**src/sv/kcl_pkg.sv**
```systemverilog
// ----------------------------------------------------------------------------
// kcl_pkg: shared types, constants and tables of the keypad code lock
// Holds the register map, the phase encoding, the keymap and the
// seven-segment digit table.
// ----------------------------------------------------------------------------
package kcl_pkg;

    localparam int unsigned CODE_LENGTH = 4;

    localparam int unsigned CFG_IDX_W  = 3;
    localparam int unsigned CFG_DATA_W = 32;

    // Register indexes of the configuration port
    localparam logic [CFG_IDX_W-1:0] REG_DEBOUNCE = 3'd0;
    localparam logic [CFG_IDX_W-1:0] REG_BEEP     = 3'd1;
    localparam logic [CFG_IDX_W-1:0] REG_UNLOCK   = 3'd2;
    localparam logic [CFG_IDX_W-1:0] REG_CODE     = 3'd3;
    localparam logic [CFG_IDX_W-1:0] REG_OPEN     = 3'd4;
    localparam logic [CFG_IDX_W-1:0] REG_CLOSED   = 3'd5;

    localparam logic [19:0] DEBOUNCE_RST = 20'd20000;
    localparam logic [19:0] BEEP_RST     = 20'd100;
    localparam logic [23:0] UNLOCK_RST   = 24'd5000;
    localparam logic [31:0] CODE_RST     = 32'h3433_3231;
    localparam logic [15:0] OPEN_RST     = 16'd2510;
    localparam logic [15:0] CLOSED_RST   = 16'd1000;

    localparam logic [7:0] CHAR_ZERO = 8'h30;
    localparam logic [7:0] CHAR_NINE = 8'h39;

    typedef struct packed {
        logic [19:0] debounce_ticks;
        logic [19:0] beep_ticks;
        logic [23:0] unlock_ticks;
        logic [31:0] code_word;
        logic [15:0] open_pulse;
        logic [15:0] closed_pulse;
    } t_cfg;

    typedef enum logic [4:0] {
        PH_SCAN     = 5'b00001,
        PH_DEBOUNCE = 5'b00010,
        PH_RELEASE  = 5'b00100,
        PH_BEEP     = 5'b01000,
        PH_UNLOCK   = 5'b10000
    } t_phase;

    typedef struct packed {
        logic [3:0]  row_drive;
        logic        key_valid;
        logic [7:0]  key_char;
        logic [6:0]  segment_pattern;
        logic        led_on;
        logic        buzz_on;
        logic [15:0] servo_pulse;
    } t_result;

    // Keymap, indexed by {row, column}
    function automatic logic [7:0] key_char_of(input logic [3:0] key);
        logic [7:0] ch;
        unique case (key)
            4'd0:  ch = "1";
            4'd1:  ch = "2";
            4'd2:  ch = "3";
            4'd3:  ch = "A";
            4'd4:  ch = "4";
            4'd5:  ch = "5";
            4'd6:  ch = "6";
            4'd7:  ch = "B";
            4'd8:  ch = "7";
            4'd9:  ch = "8";
            4'd10: ch = "9";
            4'd11: ch = "C";
            4'd12: ch = "*";
            4'd13: ch = "0";
            4'd14: ch = "#";
            4'd15: ch = "D";
            default: ch = "D";
        endcase
        return ch;
    endfunction

    // Segment lines for a digit value, bit 0 is segment a
    function automatic logic [6:0] digit_segments(input logic [3:0] digit);
        logic [6:0] seg;
        unique case (digit)
            4'd0: seg = 7'h3F;
            4'd1: seg = 7'h06;
            4'd2: seg = 7'h5B;
            4'd3: seg = 7'h4F;
            4'd4: seg = 7'h66;
            4'd5: seg = 7'h6D;
            4'd6: seg = 7'h7D;
            4'd7: seg = 7'h07;
            4'd8: seg = 7'h7F;
            4'd9: seg = 7'h6F;
            default: seg = 7'h00;
        endcase
        return seg;
    endfunction

endpackage

```
**src/sv/kcl_cfg.sv**
```systemverilog
// ----------------------------------------------------------------------------
// kcl_cfg: configuration register file
// Six write-only registers loaded from the write port; unknown indexes
// are dropped and surplus data bits are cut off.
// ----------------------------------------------------------------------------
module kcl_cfg
    import kcl_pkg::*;
(
    input  logic                  i_clk,
    input  logic                  i_rst_n,
    input  logic                  i_cfg_we,
    input  logic [CFG_IDX_W-1:0]  i_cfg_idx,
    input  logic [CFG_DATA_W-1:0] i_cfg_data,
    output t_cfg                  o_cfg
);

    t_cfg r_cfg;

    always_ff @(posedge i_clk) begin
        if (!i_rst_n) begin
            r_cfg.debounce_ticks <= DEBOUNCE_RST;
            r_cfg.beep_ticks     <= BEEP_RST;
            r_cfg.unlock_ticks   <= UNLOCK_RST;
            r_cfg.code_word      <= CODE_RST;
            r_cfg.open_pulse     <= OPEN_RST;
            r_cfg.closed_pulse   <= CLOSED_RST;
        end else if (i_cfg_we) begin
            case (i_cfg_idx)
                REG_DEBOUNCE: r_cfg.debounce_ticks <= i_cfg_data[19:0];
                REG_BEEP:     r_cfg.beep_ticks     <= i_cfg_data[19:0];
                REG_UNLOCK:   r_cfg.unlock_ticks   <= i_cfg_data[23:0];
                REG_CODE:     r_cfg.code_word      <= i_cfg_data[31:0];
                REG_OPEN:     r_cfg.open_pulse     <= i_cfg_data[15:0];
                REG_CLOSED:   r_cfg.closed_pulse   <= i_cfg_data[15:0];
                default: begin
                end
            endcase
        end
    end

    assign o_cfg = r_cfg;

endmodule

```
**src/sv/kcl_core.sv**
```systemverilog
// ----------------------------------------------------------------------------
// kcl_core: scanner and code lock state machine
// Holds the lock state and works out one tick per enabled cycle. The
// result reflects the row lines of the tick and the levels after it.
// ----------------------------------------------------------------------------
module kcl_core
    import kcl_pkg::*;
(
    input  logic       i_clk,
    input  logic       i_rst_n,
    input  logic       i_step,
    input  logic [3:0] i_cols,
    input  t_cfg       i_cfg,
    output t_result    o_result
);

    t_phase      r_phase,    n_phase;
    logic [1:0]  r_scan_row, n_scan_row;
    logic [1:0]  r_held_col, n_held_col;
    logic [23:0] r_wait,     n_wait;
    logic [2:0]  r_code_pos, n_code_pos;
    logic        r_led,      n_led;
    logic [6:0]  r_pattern,  n_pattern;
    logic [15:0] r_pulse,    n_pulse;

    logic        count_done;
    logic [7:0]  held_char;
    logic [7:0]  want_char;
    logic [1:0]  pos;
    logic [1:0]  first_low;
    logic        key_valid;
    logic [7:0]  key_char;
    logic [3:0]  row_drive;

    assign count_done = (r_wait <= 24'd1);
    assign held_char  = key_char_of({r_scan_row, r_held_col});
    assign pos        = r_code_pos[1:0];
    assign want_char  = i_cfg.code_word[{pos, 3'b000} +: 8];

    // Lowest pressed column wins
    always_comb begin
        priority if (!i_cols[0]) first_low = 2'd0;
        else if (!i_cols[1])     first_low = 2'd1;
        else if (!i_cols[2])     first_low = 2'd2;
        else                     first_low = 2'd3;
    end

    always_comb begin
        n_phase    = r_phase;
        n_scan_row = r_scan_row;
        n_held_col = r_held_col;
        n_wait     = r_wait;
        n_code_pos = r_code_pos;
        n_led      = r_led;
        n_pattern  = r_pattern;
        n_pulse    = r_pulse;
        key_valid  = 1'b0;
        key_char   = 8'h00;

        if (r_phase == PH_SCAN || r_phase == PH_DEBOUNCE || r_phase == PH_RELEASE) begin
            row_drive = ~(4'b0001 << r_scan_row);
        end else begin
            row_drive = 4'hF;
        end

        unique case (r_phase)
            PH_DEBOUNCE: begin
                if (count_done) begin
                    n_phase = PH_RELEASE;
                end else begin
                    n_wait = r_wait - 24'd1;
                end
            end
            PH_RELEASE: begin
                if (i_cols[r_held_col]) begin
                    key_valid = 1'b1;
                    key_char  = held_char;
                    if (held_char >= CHAR_ZERO && held_char <= CHAR_NINE) begin
                        n_pattern = digit_segments(held_char[3:0]);
                    end
                    n_wait  = {4'b0000, i_cfg.beep_ticks};
                    n_phase = PH_BEEP;
                end
            end
            PH_BEEP: begin
                if (count_done) begin
                    n_phase    = PH_SCAN;
                    n_scan_row = 2'd0;
                    if (held_char != want_char) begin
                        n_led      = 1'b1;
                        n_code_pos = 3'd0;
                    end else begin
                        n_code_pos = {1'b0, pos} + 3'd1;
                        if (n_code_pos >= 3'(CODE_LENGTH)) begin
                            n_pulse = i_cfg.open_pulse;
                            n_led   = 1'b1;
                            n_wait  = i_cfg.unlock_ticks;
                            n_phase = PH_UNLOCK;
                        end
                    end
                end else begin
                    n_wait = r_wait - 24'd1;
                end
            end
            PH_UNLOCK: begin
                if (count_done) begin
                    n_pulse    = i_cfg.closed_pulse;
                    n_led      = 1'b0;
                    n_code_pos = 3'd0;
                    n_phase    = PH_SCAN;
                    n_scan_row = 2'd0;
                end else begin
                    n_wait = r_wait - 24'd1;
                end
            end
            default: begin
                n_phase = PH_SCAN;
                if (i_cols != 4'hF) begin
                    n_held_col = first_low;
                    n_wait     = {4'b0000, i_cfg.debounce_ticks};
                    n_phase    = PH_DEBOUNCE;
                end else begin
                    n_scan_row = r_scan_row + 2'd1;
                end
            end
        endcase
    end

    always_ff @(posedge i_clk) begin
        if (!i_rst_n) begin
            r_phase    <= PH_SCAN;
            r_scan_row <= 2'd0;
            r_held_col <= 2'd0;
            r_wait     <= 24'd0;
            r_code_pos <= 3'd0;
            r_led      <= 1'b0;
            r_pattern  <= 7'd0;
            r_pulse    <= 16'd0;
        end else if (i_step) begin
            r_phase    <= n_phase;
            r_scan_row <= n_scan_row;
            r_held_col <= n_held_col;
            r_wait     <= n_wait;
            r_code_pos <= n_code_pos;
            r_led      <= n_led;
            r_pattern  <= n_pattern;
            r_pulse    <= n_pulse;
        end
    end

    always_comb begin
        o_result.row_drive       = row_drive;
        o_result.key_valid       = key_valid;
        o_result.key_char        = key_char;
        o_result.segment_pattern = n_pattern;
        o_result.led_on          = n_led;
        o_result.buzz_on         = (n_phase == PH_BEEP) || (n_phase == PH_UNLOCK);
        o_result.servo_pulse     = n_pulse;
    end

`ifndef SYNTH
    // The lock only stays open after a full code, with the LED lit.
    a_unlock_state: assert property (@(posedge i_clk) disable iff (!i_rst_n)
        (r_phase == PH_UNLOCK) |-> (r_led && r_code_pos >= 3'(CODE_LENGTH)))
        else $error("unlock phase without full code or LED");

    // A released key always starts the beep.
    a_release_beep: assert property (@(posedge i_clk) disable iff (!i_rst_n)
        (i_step && r_phase == PH_RELEASE && i_cols[r_held_col]) |=> (r_phase == PH_BEEP))
        else $error("released key did not start the beep");

    // State only moves when a tick is processed.
    a_hold_state: assert property (@(posedge i_clk) disable iff (!i_rst_n)
        !i_step |=> ($stable(r_phase) && $stable(r_wait) && $stable(r_code_pos)))
        else $error("lock state changed without a tick");

    // Scanning rows only while the keypad is being read.
    a_rows_idle: assert property (@(posedge i_clk) disable iff (!i_rst_n)
        (r_phase == PH_BEEP || r_phase == PH_UNLOCK) |-> (o_result.row_drive == 4'hF))
        else $error("rows driven during beep or unlock");
`endif

endmodule

```
**src/sv/keypad_code_lock.sv**
```systemverilog
// ----------------------------------------------------------------------------
// keypad_code_lock: 4x4 keypad scanner with code lock
// Input register, lock state machine and result register in one pass.
//
//   Channel   Direction  Contents
//   s_axis    in         tick with column levels
//   m_axis    out        row lines, key, display, LED, buzzer, servo value
//   cfg       in         register writes, index 0..5
//
// One item is taken per cycle while results are taken; an item passes through
// the input register, the lock state machine and the result register in turn.
// A stalled result holds the result register and then the input register;
// the input side stalls only when both are full.
// Reset is synchronous and empties both registers.
// ----------------------------------------------------------------------------
module keypad_code_lock
    import kcl_pkg::*;
(
    input  logic                  i_clk,
    input  logic                  i_rst_n,

    input  logic                  s_axis_tvalid,
    output logic                  s_axis_tready,
    input  logic [7:0]            s_axis_tdata,   // [3:0] column_levels

    output logic                  m_axis_tvalid,
    input  logic                  m_axis_tready,
    output logic [39:0]           m_axis_tdata,   // [3:0] row_drive, [11:4] key_char,
                                                  // [18:12] segment_pattern, [19] led_on,
                                                  // [20] buzz_on, [36:21] servo_pulse
    output logic                  m_axis_tuser,   // [0] key_valid

    input  logic                  i_cfg_we,
    input  logic [CFG_IDX_W-1:0]  i_cfg_idx,
    input  logic [CFG_DATA_W-1:0] i_cfg_data
);

    t_cfg       cfg;
    t_result    result;

    logic       r_in_vld;
    logic [3:0] r_in_cols;
    logic       r_out_vld;
    t_result    r_out;

    logic       out_free;
    logic       step;

    assign out_free      = !r_out_vld || m_axis_tready;
    assign step          = r_in_vld && out_free;
    assign s_axis_tready = !r_in_vld || step;

    kcl_cfg u_cfg (
        .i_clk      (i_clk),
        .i_rst_n    (i_rst_n),
        .i_cfg_we   (i_cfg_we),
        .i_cfg_idx  (i_cfg_idx),
        .i_cfg_data (i_cfg_data),
        .o_cfg      (cfg)
    );

    kcl_core u_core (
        .i_clk    (i_clk),
        .i_rst_n  (i_rst_n),
        .i_step   (step),
        .i_cols   (r_in_cols),
        .i_cfg    (cfg),
        .o_result (result)
    );

    always_ff @(posedge i_clk) begin
        if (!i_rst_n) begin
            r_in_vld <= 1'b0;
        end else if (s_axis_tready) begin
            r_in_vld <= s_axis_tvalid;
        end
    end

    always_ff @(posedge i_clk) begin
        if (s_axis_tready && s_axis_tvalid) begin
            r_in_cols <= s_axis_tdata[3:0];
        end
    end

    always_ff @(posedge i_clk) begin
        if (!i_rst_n) begin
            r_out_vld <= 1'b0;
        end else if (out_free) begin
            r_out_vld <= step;
        end
    end

    always_ff @(posedge i_clk) begin
        if (step) begin
            r_out <= result;
        end
    end

    assign m_axis_tvalid = r_out_vld;
    assign m_axis_tuser  = r_out.key_valid;
    assign m_axis_tdata  = {3'b000, r_out.servo_pulse, r_out.buzz_on, r_out.led_on,
                            r_out.segment_pattern, r_out.key_char, r_out.row_drive};

endmodule
```
**config.mk**
```make
export PLATFORM = sky130hd
export DESIGN_NAME = keypad_code_lock
export DESIGN_NICKNAME = d
export VERILOG_FILES = /design/src/sv/kcl_pkg.sv /design/src/sv/kcl_cfg.sv /design/src/sv/kcl_core.sv /design/src/sv/keypad_code_lock.sv
export SDC_FILE = /design/constraint.sdc
export NUM_CORES = 1
export LEC_CHECK = 0
export ABC_AREA = 1
export BUFFER_PORTS_ARGS = -buffer_cell sky130_fd_sc_hd__buf_2
export CORE_MARGIN = 4
export CORE_UTILIZATION = 40
export CTS_BUF_LIST = sky130_fd_sc_hd__clkbuf_4 sky130_fd_sc_hd__clkbuf_8
export CTS_CLUSTER_SIZE = 24
export DETAILED_ROUTE_END_ITERATION = 16
export SETUP_SLACK_MARGIN = 0.5
export SLEW_MARGIN = 40
export SYNTH_ARGS = -nofsm -noshare
export SYNTH_HDL_FRONTEND = slang
export SYNTH_SLANG_ARGS = --single-unit
```
**constraint.sdc**
```tcl
create_clock -name i_clk -period 4.4 [get_ports i_clk]
set_input_delay 0.44 -clock i_clk [delete_from_list [all_inputs] [get_ports i_clk]]
set_output_delay 0.44 -clock i_clk [all_outputs]
set_load 0.03 [all_outputs]
```
# [Word-level counts from Yosys, hierarchy flattened]
# Memories as Yosys holds them, arrays and structs flattened.
# Index checks and enable logic that the tools add are counted.
# Widths: inputs -> output; s select.
[word_totals] memories=2 word_cells=130 reg_bits=231 rom_bits=224
[op_classes] mux=41 reduce_logical=28 eq_ne=22 bitwise_logic=3 n_shift=2 addsub=3 n_lt_le_gt_ge=5
[mem_list] name="(no name shown)" depth=16 width=7 rd=1 rd_clocked_by_memory_dff=0 write_ports=0 line_no="kcl_pkg.sv:86" source="unique case (digit)"
[mem_list] name="(no name shown)" depth=16 width=7 rd=1 rd_clocked_by_memory_dff=0 write_ports=0 line_no="kcl_pkg.sv:61" source="unique case (key)"
[op_table] op="$mux 24" n=6
[op_table] op="$pmux 24 s3" n=1
[op_table] op="$mux 16" n=4
[op_table] op="$pmux 16 s2" n=1
[op_table] op="$shiftx 32x6->8" n=1
[op_table] op="$mux 5" n=6
[op_table] op="$le 24x1->1 const B" n=1
[op_table] op="$sub 24x1->24 const B" n=1
[op_table] op="$mux 7" n=3
[op_table] op="$pmux 5 s4" n=1
[op_table] op="$mux 2" n=8
[op_table] op="$reduce_and 2->1" n=7
[op_table] op="$eq 5x4->1 const B" n=2
[op_table] op="$eq 5x5->1 const B" n=2
[op_table] op="$ge 8x6->1 const B" n=1
[op_table] op="$le 8x6->1 const B" n=1
[op_table] op="$ne 8x8->1" n=1
[op_table] op="$pmux 2 s2" n=2
[op_table] op="$reduce_and 4->1" n=2
[op_table] op="$mux 1" n=7
[op_table] op="$eq 3x2->1 const B" n=2
[op_table] op="$eq 3x3->1 const B" n=2
[op_table] op="$ne 2x1->1 const B" n=3
[op_table] op="$ne 2x2->1 const B" n=3
[op_table] op="other kinds (25)" n=36

# [Longest topological paths before layout]
[logic_depth] word_depth=8 mapped_depth=19 depth_no_buf=18

# [Cells and area by module]
# A second synthesis with hierarchy kept.
[hier_totals] hier_cells=1754 area_unflattened_um2=12010.3
[by_module_without_submodules] module="kcl_core" area_per_inst_um2=5662.9 cells_per_inst=992 seq_area_each_um2=1181.1 n_inst=1
[by_module_without_submodules] module="kcl_cfg" area_per_inst_um2=4964.8 cells_per_inst=703 seq_area_each_um2=2562.5 n_inst=1
[by_module_without_submodules] module="keypad_code_lock" area_per_inst_um2=1382.6 cells_per_inst=59 seq_area_each_um2=1301.2 n_inst=1

# [Least setup slack after synthesis]
# OpenSTA, ideal clock, no wires.
[synth_timing] kind="input to register" startpoint="input port m_axis_tready" endpoint="register r_out, in the netlist m_axis_tdata[0] (enable)" n_path_buf=2 setup_ns=0.416 stages=6 t_arrival_ns=2.262 required_ns=3.984 path_slack_ns=1.723 path_cell_list="inv_1 > nand2_1 > nand2_1 > inv_1 > clkbuf_1 > clkbuf_1"
[synth_between] elab_chain_cells=2
[synth_rtl] item="from (decl)" line_no="keypad_code_lock.sv:27" source="input logic m_axis_tready,"
[synth_rtl] item="$logic_or 1x1->1" line_no="keypad_code_lock.sv:49" source="assign out_free = !r_out_vld || m_axis_tready;"
[synth_rtl] item="$logic_and 1x1->1" line_no="keypad_code_lock.sv:50" source="assign step = r_in_vld && out_free;"
[synth_rtl] item="via step" line_no="keypad_code_lock.sv:47" source="logic step;"
[synth_rtl] item="to (signal assigned)" line_no="keypad_code_lock.sv:95" source="r_out <= result;"
[synth_rtl] item="to (decl)" line_no="keypad_code_lock.sv:44" source="t_result r_out;"
# The timed path passes the listed nets, and every way through them passes these cells.
# A chain may end at the register's enable or synchronous reset.

# [Worst setup path in the final report]
[layout_timing] startpoint="register u_core.r_wait[0]" endpoint="register u_core.r_wait[13]"
[layout_between] elab_chain_cells=3 word_cells_on_any_way=9
[layout_rtl] item="from (decl)" line_no="kcl_core.sv:20" source="logic [23:0] r_wait, n_wait;"
[layout_rtl] item="from (signal assigned)" line_no="kcl_core.sv:143" source="r_wait <= n_wait;"
[layout_rtl] item="$le 24x1->1 or $sub 24x1->24 (tied branches)"
[layout_rtl] item="$ne 3x3->1 (no line) (tied with other cells)"
[layout_rtl] item="$reduce_and 6->1 (no line) or $pmux 24 s3 (tied branches)"
# Parallel ways exist; a longest one is shown, timed or not. The select of a mux whose other input is x is not followed.

==> impl_results.md <==
* Iter 0 DRT Violations at ~760
* Compound-Gate Fraction of Synth Area at between 10 and 15%
* Syn Inst Count at 1607
* CP Class: reg -> reg
* Mux contribution to synthesized area at 0%
* Clock Sink Count at between 200 and 250
* #FFs+latches synth at 230
* Core ar. at approximately 28000 µm²
* Combinational family with the most area after synthesis: simple AND/OR/NAND/NOR gates
* Final nets at around 1700
* Synth cell types at 43
* CTS H-Tree Depth at 2
* Worst Path Required at 4.85 ns
* Setup repair bufs after CTS at 0
* Initial core utilization at about 41%
* Largest net degree at the start of global routing at 56
* Worst path arrival time at ~3.4 ns
* Simple-Gate Fraction of Synth Area at approximately a third
* Vias in the first global route at ~9900
* Area share of fa/ha/maj cells after synthesis at roughly 2.1%
* Die H at roughly 180 µm
* Final wirelength at roughly 33000 µm
* Layout Cells excl Fill at 2080
* Die width at ~180 µm
* Syn. warnings at 0
* Status: finished clean
* Worst-Skew Late Latency at roughly 0.55 ns
* CTS Buffer Depth at 3
* Final ANT Viol Nets at 0
* Std cell rows at 61
* Hold crit path type: in -> reg
* Fmax at approximately 0.34 GHz
* DR vias/cell at ~5.1
* Max-slew headroom at about 39%
* Placed Area at about 12000 µm²
* PwrDens at about 380 nW/µm²
* Gpl congestion at 0.9091
* R2R Path Start: u_core.r_wait[0]$_SDFFE_PN0P_
* Post-CTS Hold Fix Bufs at 0
* Tcrit/Tclk final at 67.83%
* Grt total ovfl at 0
* Antenna violations before repair at 2
* CTS tree: done
* CTS Root Cell: clkbuf_8
* Clock Pin Slew Worst Setup and Hold Paths at roughly 0.06 ns
* Synth Area in XOR/XNOR at less than 1%
* Hold path startpoint: s_axis_tdata[1]
* Mapped Area at around 11000 µm²
* Sequential fraction of the synthesis area at between 40% and 50%
* IO Pins at 91
* ANT cells at 0
* Via count at about 11000
* Final Hold Viols at 0
* GRT Total Usage at between 20% and 30%
* Fillers at 2934
* HPWL after DPL at 21720 µm
* Clock skew at about 0.035 ns
* Cells after DPL at between 2000 and 2500
* Setup TNS at 0 ns
* Final min period at 2.984 ns
* Die ar. at 31180 µm²
* Number of CTS-inserted buffers at between 40 and 50
* Peak VDD IR at between 0.0002 and 0.00025 V
* Port Buf Inserts at 82
* Layout area overhead at 13.21%
* Leakage at around 6 nW
* CP max FO at 17
* Endpoints failing setup at 0
* Synthesized area per cell at 7.073 µm²
* Tightest Pin Transition at 0.9154 ns
* CTS resizes at 0
* Crit end category: register
* Slew Viols, Final at 0
* Maxcap violations at 0
* DRC at 0
* Startpoint Class: register
* RSZ-0062 raised after global routing: false
* Layout cell share with drive strength beyond 1 at ~13%
* Final instance area at 12870 µm²
* Router iterations before antenna repair at 5
* DR WL/cell at roughly 16 µm
* First-pass GRT wire length at about 53000 µm
* Worst setup startpoint: u_core.r_wait[0]$_SDFFE_PN0P_
[Yosys cell counts]
cell type | number | area [µm²]
buf_1 | 4 | 15.01
and2_1 | 2 | 12.51
clkbuf_1 | 56 | 210.2
inv_4 | 1 | 6.260
o21bai_1 | 1 | 7.510
nor4_1 | 3 | 18.77
nor2_2 | 3 | 18.77
nand3_2 | 5 | 50.05
inv_1 | 133 | 499.2
nand2_4 | 3 | 33.78
o22ai_1 | 3 | 18.77
nand4_1 | 36 | 225.2
buf_2 | 11 | 55.05
nor2_8 | 1 | 20.02
nand4_2 | 3 | 37.54
o21ai_0 | 182 | 910.9
nand3_1 | 145 | 725.7
or2_2 | 15 | 93.84
nand4_4 | 1 | 21.27
edfxtp_1 | 41 | 1231
conb_1 | 1 | 3.750
o21ai_1 | 3 | 15.01
clkbuf_2 | 1 | 5.000
xnor2_1 | 1 | 8.760
nor3_1 | 13 | 65.06
clkinv_1 | 5 | 18.77
nand2_2 | 3 | 18.77
nor3_2 | 1 | 10.01
xor2_1 | 11 | 96.34
buf_6 | 4 | 45.04
o21ai_2 | 2 | 17.52
a31oi_1 | 2 | 12.51
o211a_1 | 1 | 10.01
nor2_4 | 2 | 22.52
dfxtp_1 | 189 | 3784
nand2_1 | 345 | 1295
a21oi_1 | 74 | 370.4
o31ai_1 | 1 | 7.510
nor2_1 | 257 | 964.7
buf_4 | 7 | 52.55
o211ai_1 | 9 | 67.56
ha_1 | 19 | 237.7
inv_2 | 7 | 26.28
[cell usage in the layout, fill, tap and decap left out, drive strengths merged]
cell	Yosys	final
clkbuf	57	64
conb	1	4
ha	19	19
nor2	263	263
o22ai	3	3
o211a	1	1
nand4	40	40
inv	141	141
nor3	14	14
nand3	150	150
o21bai	1	1
xnor2	1	1
buf	26	101
o211ai	9	9
dfxtp	189	189
and2	2	2
o31ai	1	1
nor4	3	3
edfxtp	41	41
xor2	11	11
a31oi	2	2
a21oi	74	74
nand2	351	351
clkinv	5	14
o21ai	187	187
or2	15	15
clkinvlp	0	1
[per-layer routing]
layer	share of wire [%]	vias up	track usage (%)	wire length, µm
li1	-	5368	-	-
met1	46	4882	28.28	15130
met2	45	290	33.51	14800
met3	6.4	58	4.047	2104
met4	2.7	4	6.512	901
met5	0.18	-	0	59
[layout make-up]
| type | count | area (µm²) | area share, % |
|---|---|---|---|
| multi-input combinational | 1151 | 5444 | 42.31 |
| sequential | 230 | 5015 | 38.97 |
| clock buffer | 64 | 774.5 | 6.019 |
| timing repair buffer | 101 | 555.5 | 4.317 |
| inverter | 146 | 555.5 | 4.317 |
| tap | 378 | 473.0 | 3.676 |
| clock inverter | 10 | 50.05 | 0.3890 |
[critical path: stages, from the launching register on]
cell and delay [ns]:
dfxtp_1 0.34, inv_1 0.13, ha_1 0.30, o21ai_0 0.18
nor2_1 0.07, nand4_2 0.25, inv_2 0.20, o21ai_2 0.68
o21ai_0 0.33, nand3_1 0.14, nor2_1 0.06, nand3_1 0.06
nand2_1 0.07, nor2_1 0.08
[flip-flops by register name (all words and copies together) (netlist names)]
register	cells
m_axis_tvalid	1
r_in_vld	1
m_axis_tuser	1
u_cfg.o_cfg	128
u_core.r_code_pos	2
u_core.r_pattern	7
u_core.r_held_col	2
u_core.r_pulse	16
r_in_cols	4
u_core.r_scan_row	2
u_core.r_phase	5
u_core.r_wait	24
m_axis_tdata	36
u_core.r_led	1
[power by group]
part	total, mW	internal (mW)	switching (mW)
registers	2.30	2.24	0.0540
logic	0.641	0.194	0.447
clock network	2.00	1.12	0.878
total	4.93	3.55	1.38
[kinds of logic (layout without fill, tap and decap cells)]
family	count (synthesis)	count (layout)
xor gates and xnor gates	12	12
AOI/OAI and AO/OA	278	278
adders and majority gates	19	19
DFF	230	230
buffers and inverters	229	321
other	1	4
and+or+nand+nor	838	838
[stage by stage]
step,power [mW],hold slack (ns),util [%],worst slack (ns)
floorplan,2.782,0.4214,-,1.723
global placement,2.966,0.4306,43.09,1.424
detailed placement,2.975,0.4369,43.11,1.464
CTS,4.983,0.05123,46.06,1.446
global route,5.172,0.05740,46.06,1.109
finish,4.933,0.07884,46.06,1.416
[final timing paths]
kind	cells after the start	slack, ns	end
worst max-delay path	13	1.42	u_core.r_wait[13]$_SDFFE_PN0P_
worst min-delay path	1	0.08	r_in_cols[1]$_DFFE_PP_
worst max register to register	13	1.42	u_core.r_wait[13]$_SDFFE_PN0P_
worst min register to register	2	0.45	u_cfg.o_cfg[122]$_SDFFE_PN1P_
Note: power is estimated with default switching activity, not from simulation.
